--- config.mk ---
export PLATFORM = sky130hd
export DESIGN_NAME = double_ended_queue
export DESIGN_NICKNAME = d
export VERILOG_FILES = /design/src/sv/dq_pkg.sv /design/src/sv/double_ended_queue.sv /design/src/sv/dq_ctrl.sv /design/src/sv/dq_datapath.sv
export SDC_FILE = /design/constraint.sdc
export NUM_CORES = 1
export LEC_CHECK = 0
export BUFFER_PORTS_ARGS = -buffer_cell sky130_fd_sc_hd__buf_2
export CAP_MARGIN = 20
export CORE_MARGIN = 1
export CORE_UTILIZATION = 25
export CTS_CLUSTER_SIZE = 12
export DETAILED_ROUTE_END_ITERATION = 7
export GPL_TIMING_DRIVEN = 0
export SLEW_MARGIN = 40
export SYNTH_ARGS = -nofsm -noshare
export SYNTH_HDL_FRONTEND = slang
export SYNTH_SLANG_ARGS = --single-unit
--- constraint.sdc ---
create_clock -name clk -period 5.2 [get_ports clk]
set_input_delay 0.78 -clock clk [delete_from_list [all_inputs] [get_ports clk]]
set_output_delay 0.78 -clock clk [all_outputs]
set_load 0.005 [all_outputs]
--- src/sv/dq_pkg.sv ---
// ----------------------------------------------------------------------------
// dq_pkg
// shared types and codes for the double-ended queue
// ----------------------------------------------------------------------------
package dq_pkg;

	// default number of slots in the ring
	localparam int DQ_DEPTH = 16;

	// field widths of one item
	localparam int KIND_W  = 3;
	localparam int VALUE_W = 32;
	localparam int STAT_W  = 2;
	localparam int OCC_W   = 5;

	// operation codes
	typedef enum logic [KIND_W-1:0] {
		KIND_PUSH_FRONT = 3'd0,
		KIND_POP_FRONT  = 3'd1,
		KIND_PEEK_FRONT = 3'd2,
		KIND_PUSH_BACK  = 3'd3,
		KIND_POP_BACK   = 3'd4,
		KIND_PEEK_BACK  = 3'd5
	} op_kind_t;

	// result status codes
	typedef enum logic [STAT_W-1:0] {
		STATUS_OK    = 2'd0,
		STATUS_EMPTY = 2'd1,
		STATUS_FULL  = 2'd2
	} op_status_t;

	typedef struct packed {
		logic [KIND_W-1:0]         kind;
		logic signed [VALUE_W-1:0] push_value;
	} in_item_t;

	typedef struct packed {
		logic signed [VALUE_W-1:0] read_value;
		logic [STAT_W-1:0]         status;
		logic [OCC_W-1:0]          occupancy;
	} out_item_t;

	// controller states
	typedef enum logic [0:0] {
		ST_IDLE,
		ST_RESP
	} ctrl_state_t;

	// commands from controller to datapath
	typedef struct packed {
		logic accept;   // item taken this cycle: run the operation
		logic load;     // move the finished result into the output register
	} dq_cmd_t;

endpackage

--- src/sv/double_ended_queue.sv ---
// ----------------------------------------------------------------------------
// double_ended_queue
// deque of signed 32-bit values held in a ring store with front/back pointers
// ----------------------------------------------------------------------------
//
//  channel   signals                         carries
//  -------   -----------------------------   ---------------------------------
//  input     in_valid, in_ready, in_data     kind, push_value
//  output    out_valid, out_ready, out_data  read_value, status, occupancy
//
// the accept edge of an item writes the ring or registers the read; in
// the response state the result moves into the output register as soon
// as that is free or being emptied; only then can a new item be taken
// a result left waiting on out_ready still lets one more item in; that item
// then holds the block in its response state until the result is taken
// reset (arst_n low) empties the queue; the ring contents are not cleared
// and are never read before a push has written them
//
module double_ended_queue import dq_pkg::*; #(
	parameter int DEPTH = DQ_DEPTH
) (
	input  logic      clk,
	input  logic      arst_n,
	input  logic      in_valid,
	output logic      in_ready,
	input  in_item_t  in_data,
	output logic      out_valid,
	input  logic      out_ready,
	output out_item_t out_data
);

	// commands from the handshake controller to the ring datapath
	dq_cmd_t cmd;

	dq_ctrl u_ctrl (
		.clk       (clk),
		.arst_n    (arst_n),
		.in_valid  (in_valid),
		.in_ready  (in_ready),
		.out_valid (out_valid),
		.out_ready (out_ready),
		.cmd       (cmd)
	);

	// pointers wrap at DEPTH, occupancy reports the low bits of the count
	dq_datapath #(
		.DEPTH (DEPTH)
	) u_datapath (
		.clk      (clk),
		.arst_n   (arst_n),
		.cmd      (cmd),
		.in_data  (in_data),
		.out_data (out_data)
	);

endmodule

--- src/sv/dq_ctrl.sv ---
// ----------------------------------------------------------------------------
// dq_ctrl
// handshake controller: takes one item, waits for the output register, hands on
// ----------------------------------------------------------------------------
module dq_ctrl import dq_pkg::*; (
	input  logic    clk,
	input  logic    arst_n,
	input  logic    in_valid,
	output logic    in_ready,
	output logic    out_valid,
	input  logic    out_ready,
	output dq_cmd_t cmd
);

	ctrl_state_t state_q, state_d;
	logic        out_valid_q;

	always_ff @(posedge clk or negedge arst_n) begin
		if (!arst_n) begin
			state_q     <= ST_IDLE;
			out_valid_q <= 1'b0;
		end else begin
			state_q <= state_d;
			if (cmd.load) begin
				out_valid_q <= 1'b1;
			end else if (out_ready) begin
				out_valid_q <= 1'b0;
			end
		end
	end

	always_comb begin
		state_d    = state_q;
		in_ready   = 1'b0;
		cmd.accept = 1'b0;
		cmd.load   = 1'b0;
		unique case (state_q)
			ST_IDLE: begin
				in_ready   = 1'b1;
				cmd.accept = in_valid;
				if (in_valid) begin
					state_d = ST_RESP;
				end
			end
			ST_RESP: begin
				// output register free or being emptied this cycle
				if (!out_valid_q || out_ready) begin
					cmd.load = 1'b1;
					state_d  = ST_IDLE;
				end
			end
			default: state_d = ST_IDLE;
		endcase
	end

	assign out_valid = out_valid_q;

endmodule

--- src/sv/dq_datapath.sv ---
// ----------------------------------------------------------------------------
// dq_datapath
// ring store, front/back pointers, entry count and result register
// ----------------------------------------------------------------------------
module dq_datapath import dq_pkg::*; #(
	parameter int DEPTH = DQ_DEPTH
) (
	input  logic      clk,
	input  logic      arst_n,
	input  dq_cmd_t   cmd,
	input  in_item_t  in_data,
	output out_item_t out_data
);

	localparam int AW = (DEPTH > 1) ? $clog2(DEPTH) : 1;
	localparam int CW = $clog2(DEPTH + 1);
	localparam logic [AW-1:0] LAST_SLOT = AW'(DEPTH - 1);
	localparam logic [CW-1:0] FULL_COUNT = CW'(DEPTH);

	logic signed [VALUE_W-1:0] mem [DEPTH];

	logic [AW-1:0] front_q, back_q, front_d, back_d;
	logic [CW-1:0] count_q, count_d;
	logic [AW-1:0] front_prev, front_next, back_prev, back_next;
	logic [AW-1:0] addr;
	logic          wr_en, rd_hit;
	op_status_t    stat;

	logic signed [VALUE_W-1:0] rdata_q;
	logic                      rd_hit_q;
	op_status_t                stat_q;
	logic [CW+OCC_W-1:0]       occ_ext;
	logic [OCC_W-1:0]          occ_q;
	out_item_t                 out_q;

	// wrapping neighbours of both pointers
	assign front_prev = (front_q == '0) ? LAST_SLOT : front_q - 1'b1;
	assign front_next = (front_q == LAST_SLOT) ? '0 : front_q + 1'b1;
	assign back_prev  = (back_q == '0) ? LAST_SLOT : back_q - 1'b1;
	assign back_next  = (back_q == LAST_SLOT) ? '0 : back_q + 1'b1;

	always_comb begin
		front_d = front_q;
		back_d  = back_q;
		count_d = count_q;
		addr    = front_q;
		wr_en   = 1'b0;
		rd_hit  = 1'b0;
		stat    = STATUS_OK;
		unique case (in_data.kind) inside
			KIND_PUSH_FRONT, KIND_PUSH_BACK: begin
				if (count_q == FULL_COUNT) begin
					stat = STATUS_FULL;
				end else begin
					wr_en   = 1'b1;
					count_d = count_q + 1'b1;
					if (in_data.kind == KIND_PUSH_FRONT) begin
						addr    = front_prev;
						front_d = front_prev;
					end else begin
						addr   = back_q;
						back_d = back_next;
					end
				end
			end
			KIND_POP_FRONT, KIND_PEEK_FRONT: begin
				if (count_q == '0) begin
					stat = STATUS_EMPTY;
				end else begin
					rd_hit = 1'b1;
					addr   = front_q;
					if (in_data.kind == KIND_POP_FRONT) begin
						front_d = front_next;
						count_d = count_q - 1'b1;
					end
				end
			end
			KIND_POP_BACK, KIND_PEEK_BACK: begin
				if (count_q == '0) begin
					stat = STATUS_EMPTY;
				end else begin
					rd_hit = 1'b1;
					addr   = back_prev;
					if (in_data.kind == KIND_POP_BACK) begin
						back_d  = back_prev;
						count_d = count_q - 1'b1;
					end
				end
			end
			default: ;
		endcase
	end

	assign occ_ext = {{OCC_W{1'b0}}, count_d};

	always_ff @(posedge clk or negedge arst_n) begin
		if (!arst_n) begin
			front_q <= '0;
			back_q  <= '0;
			count_q <= '0;
		end else if (cmd.accept) begin
			front_q <= front_d;
			back_q  <= back_d;
			count_q <= count_d;
		end
	end

	// store: at most one write and one registered read per item
	always_ff @(posedge clk) begin
		if (cmd.accept) begin
			if (wr_en) begin
				mem[addr] <= in_data.push_value;
			end
			rdata_q  <= mem[addr];
			rd_hit_q <= rd_hit;
			stat_q   <= stat;
			occ_q    <= occ_ext[OCC_W-1:0];
		end
	end

	always_ff @(posedge clk) begin
		if (cmd.load) begin
			out_q.read_value <= rd_hit_q ? rdata_q : '0;
			out_q.status     <= stat_q;
			out_q.occupancy  <= occ_q;
		end
	end

	assign out_data = out_q;

endmodule

---- After elaboration in Yosys (flattened, before gate mapping) ----
Memory sizes are Yosys's and may differ from the RTL's. A register that Yosys moved wholly into a read port is not among the register bits.
Cells that the tools add are included.
Widths: inputs -> output; s select.
word-level totals
  memory bits (writable) .................. 512
  register bits ........................... 62
  output and inout bits ................... 41
  input port bits ......................... 39
  memories kept ........................... 1
cells by class
  bitwise logic cells ..................... 1
  reductions and logical operators ........ 15
  equality and inequality tests ........... 15
  mux-type cells .......................... 42
  $add $sub $neg .......................... 6
memories
  name            depth  bits a word  read ports  clocked after Yosys merged registers in  wr ports  line               RTL
  u_datapath.mem  16     32           1           1                                        1         dq_datapath.sv:20  logic signed [VALUE_W-1:0] mem [DEPTH];
operators with widths
  kind                 count
  $mux 4               15
  $mux 5               5
  $pmux 4 s2           3
  $mux 1               15
  $pmux 5 s3           1
  $reduce_and 6->1     2
  $add 4x1->4 const B  2
  $eq 4x4->1 const B   2
  $logic_not 4->1      2
  $ne 2x2->1 const B   4
  $sub 4x1->4 const B  2
  $eq 3x2->1 const B   2
  $eq 3x3->1 const B   2
  $ne 2x1->1 const B   3
  $reduce_bool 2->1    3
  $reduce_or 2->1      3
  $add 5x1->5 const B  1
  $eq 5x5->1 const B   1
  $logic_not 5->1      1
  $sub 5x1->5 const B  1
  $pmux 2 s2           1
  $reduce_or 4->1      1
  $eq 3x1->1 const B   1
  $logic_not 3->1      1
  5 further kinds      5

---- Logic depth before layout (Yosys ltp) ----
  depth after elaboration ................. 6
  gate-level depth with buffers ........... 13
  gate-level depth less buffers ........... 9

---- By module ----
From an unflattened synthesis, not the netlist that was laid out.
unflattened totals
  cells, all modules ...................... 1379
  area, all modules ....................... 23312.4 um2
modules (own cells, without submodules)
  module       times used  seq. area each (um2)  area an instance (um2)  cells an instance
  dq_datapath  1           18072.3               23218.5                 1371
  dq_ctrl      1           50.0                  93.8                    8

---- Least setup slack after synthesis ----
Ideal clock, no wire load.
  path type ............................... reg2reg
  from .................................... reg u_datapath.count_q[0]
  to ...................................... mem u_datapath.mem[7][0] (enable)
  slack ................................... -0.320 ns
  period minus slack after synthesis ...... 5.520 ns
  stages on the path, launching flop included .. 12
  setup time .............................. 0.461 ns
  data arrival time ....................... 5.059 ns
  path buffers ............................ 3
  path through ............................ dfrtp_1 > inv_1 > ha_1 > or4b_1 > buf_2 > mux2_4 > o22a_4 > a32oi_2 > clkbuf_1 > buf_2 > o21ai_1 > nor3_1
on the way
  cells in the longest elaborated chain, start to end .. 6
  elaborated cells between the ends (all ways) .. 10
  classes of those cells .................. eq/ne: 1; mux: 8; reduce/logical: 1
ends and longest elaborated chain
  what                          line                RTL
  from (decl)                   dq_datapath.sv:23   logic [CW-1:0] count_q, count_d;
  from (signal assigned)        dq_datapath.sv:104  count_q <= count_d;
  $eq 5x5->1                    dq_datapath.sv:52   if (count_q == FULL_COUNT) begin
  $mux 1                        dq_datapath.sv:52
  $mux 1                        dq_datapath.sv:50   unique case (in_data.kind) inside
  $mux 1                        dq_datapath.sv:111  if (wr_en) begin
  $mux 1                        dq_datapath.sv:110  if (cmd.accept) begin
  $mux 1 (not written as such)  dq_datapath.sv:112  mem[addr] <= in_data.push_value;
  to (decl)                     dq_datapath.sv:20
Parallel ways exist; a longest one is shown, timed or not.

---- Worst setup path in the final report ----
  from .................................... reg u_datapath.count_q[1]
  to ...................................... mem u_datapath.mem[15][20] (enable)
Same word-level chain as after synthesis.

==> impl_metrics.json <==
{
  "tightest_slew_ns": 0.966,
  "crit_family": "buffers and inverters",
  "first_global_vias": 15157,
  "relSlewSlack": 0.348,
  "syn_avg_cell_area_um2": 16.3,
  "maxSlewViolCount": 0,
  "avgRoutedWirePerCell_um": 23.4,
  "required_ns": 5.61,
  "cts_inserted_buffers": 60,
  "grt_pass1_wl_um": 101000,
  "crit_chain": "inv_1 -> ha_1 -> nor3b_1 -> and2_1 -> nor3_1 -> a221oi_1 -> a21o_1 -> clkbuf_1 -> clkbuf_1 -> nor3_4 -> buf_4 -> buf_6 -> buf_2 -> buf_4",
  "cts_root_buf": "clkbuf_16",
  "swShare": 0.353,
  "yosysSeqAreaShare": 0.762,
  "vdd_drop_max_uv": 339,
  "core_mm2": 0.0937,
  "gp_congestion": 0.871,
  "clk_pin_slew_ns": 0.06,
  "synth.largest_area_cell": "edfxtp_1",
  "clkPwrFrac": 0.276,
  "ant_nets": 0,
  "route.detailed.vias_per_inst": 5.13,
  "area_growth_pct": 19.9,
  "ys_ff_latch": 606,
  "holdWs_ns": 0.0725,
  "drive_above_1_share": 0.157,
  "cap_violations": 0,
  "syn_inst": 1462,
  "final_common_cell": "edfxtp_1",
  "final_area_mm2": 0.0285,
  "end_kind": "register",
  "synth_area_mm2": 0.0238,
  "antenna_found_initial": 13,
  "hold_class": "input port to async pin",
  "finalHoldViolCount": 0,
  "clkLatencyLatePin_ns": 0.65,
  "path_buf_inv": 7,
  "io_buffers": 78,
  "rsz0062_at_grt": "yes",
  "fin_crit_sh": 0.978,
  "fin_skew_ns": 0.0422,
  "yosys-top-cells-area": "edfxtp_1 75%, a32oi_1 3.5%, o211ai_1 3.1%, a31oi_1 2.7%, nand3_1 2.2%",
  "synth_warnings": 0,
  "start_util": 0.254,
  "placed_cell_area_mm2": 0.0267,
  "fin_util": 0.304,
  "ys_types": 58,
  "p_sw_mw": 5.17,
  "die_w_um": 311,
  "rows": 112,
  "critPathKind": "register to register",
  "seqPwrFrac": 0.404,
  "critPathSlowestCell": "a221oi_1",
  "via_count": 15081,
  "async_flop_share": 0.0248,
  "drc": 0,
  "place_ws_ns": -1.00,
  "p_per_area_mw_per_mm2": 513,
  "p_int_mw": 9.47,
  "setup_viol": 0,
  "overflow": 0,
  "min_period_ns": 5.08,
  "routed_wl_um": 68700,
  "dr.first_iter.drc_count": 1912,
  "dieArea_mm2": 0.0964,
  "clock_path_buffers": 3,
  "cts-htree-levels": 2,
  "clkSinkCount": 606,
  "place_hpwl_um": 46200,
  "worst_slack_ns": 0.115,
  "grt_max_degree": 39,
  "dr.pass1.iters": 5,
  "synth_nets": 1507,
  "synth_edf_count": 591,
  "die_y_um": 311,
  "track_usage": 0.139,
  "io_pins": 80,
  "status": "finished clean",
  "synth.top_cell.area_share": 0.746,
  "max_freq_ghz": 0.197,
  "cts_tree": "yes",
  "cts_hold_buf": 0,
  "crit_path_max_fanout": 10,
  "ys.flop_type": "edfxtp_1",
  "final_cell_mix": "591 x edfxtp_1, 116 x clkbuf_1, 102 x buf_2, 102 x nand3_1, 101 x a31oi_1",
  "arrival_ns": 5.49,
  "p_leak_nw": 8.76,
  "p_comb_frac": 0.320,
  "slowest_delay_ns": 0.79,
  "fin_nets": 1694,
  "startpoint_type": "register"
}
sequential cells by signal (all words and copies together), names as in the netlist:
register / cells
u_datapath.front_q: 4
u_datapath.mem: 512
u_datapath.out_data: 39
u_ctrl.state_q: 1
u_datapath.stat_q: 2
u_ctrl.out_valid: 1
u_datapath.occ_q: 5
u_datapath.count_q: 5
u_datapath.rdata_q: 32
u_datapath.back_q: 4
u_datapath.rd_hit_q: 1
metal layers:
layer | up-vias | share of wire | GRT usage | wire, um
li1 | 6542 | - | - | -
met1 | 7602 | 0.39 | 0.173 | 26800
met2 | 779 | 0.49 | 0.234 | 33600
met3 | 138 | 0.087 | 0.0317 | 5960
met4 | 20 | 0.033 | 0.0504 | 2300
met5 | - | 0.0019 | 0 | 130
final timing paths:
path	start	endpoint	slack (ns)	depth (start not counted)
max	u_datapath.count_q[1]$_DFFE_PN0P_	u_datapath.mem[15][20]$_DFFE_PP_	0.12	14
min	arst_n	u_ctrl.state_q$_DFF_PN0_	0.07	1
max reg2reg	u_datapath.count_q[1]$_DFFE_PN0P_	u_datapath.mem[15][20]$_DFFE_PP_	0.12	14
min reg2reg	u_datapath.occ_q[2]$_DFFE_PP_	u_datapath.out_data[2]$_DFFE_PP_	0.42	0
max in group asynchronous	arst_n	u_datapath.front_q[2]$_DFFE_PN0P_	4.86	1
min in group clk	u_datapath.occ_q[2]$_DFFE_PP_	u_datapath.out_data[2]$_DFFE_PP_	0.42	0
cell families after synthesis:
family / after synthesis / synth area share
XOR/XNOR: 11 / 0.00405
adder cells (fa/ha/maj): 6 / 0.00315
buffers and inverters: 145 / 0.0249
AO/OA/AOI/OAI: 463 / 0.156
AND/OR/NAND/NOR: 226 / 0.0483
flip-flops: 606 / 0.762
multiplexers: 5 / 0.00242
what timing repair did:
action	4_1_cts	5_1_grt
gates resized for setup	6	12
endpoints found under the setup margin	312	163
buffers inserted	2	0
pin swaps	1	3
cell type report:
cell class / count / area (um2)
tap: 1254 / 1570
clock buffer: 81 / 1610
multi-input combinational: 711 / 5270
clock inverter: 16 / 171
antenna: 1 / 2.50
inverter: 15 / 61.3
fill: 9120 / 65200
buffer: 127 / 536
sequential: 606 / 18100
timing repair buffer: 128 / 1200
power by group through the flow:
stage | clock [mW] | combinational, mW | sequential [mW]
after floorplan | 0 | 2.69 | 5.99
after global placement | 0 | 4.44 | 6.02
after detailed placement | 0 | 4.60 | 6.01
after CTS | 4.11 | 4.63 | 5.91
after global routing | 4.28 | 4.97 | 5.94
final | 4.04 | 4.69 | 5.91
through the flow:
stage               cells  total power [mW]   TNS, ns
floorplan            1462              8.68    -40.48
CTS                  2939              14.7  -0.00638
finish               2939              14.6         0
global placement     2794              10.5  -1320.83
global route         2939              15.2    -0.447
detailed placement   2842              10.6   -161.63
synth_stat cells (9+ instances only):
| master | number |
|---|---|
| a2111o_1 | 32 |
| a21oi_1 | 14 |
| a221o_1 | 33 |
| a31oi_1 | 101 |
| a32o_1 | 32 |
| a32oi_1 | 96 |
| and2_1 | 35 |
| buf_2 | 14 |
| clkbuf_1 | 106 |
| dfrtp_1 | 15 |
| edfxtp_1 | 591 |
| inv_1 | 14 |
| nand2_1 | 27 |
| nand3_1 | 103 |
| nor2_1 | 27 |
| nor3_1 | 13 |
| o211ai_1 | 98 |
| o21ai_0 | 20 |
| xnor2_1 | 9 |
No activity file was read; power rests on OpenSTA's default activity.
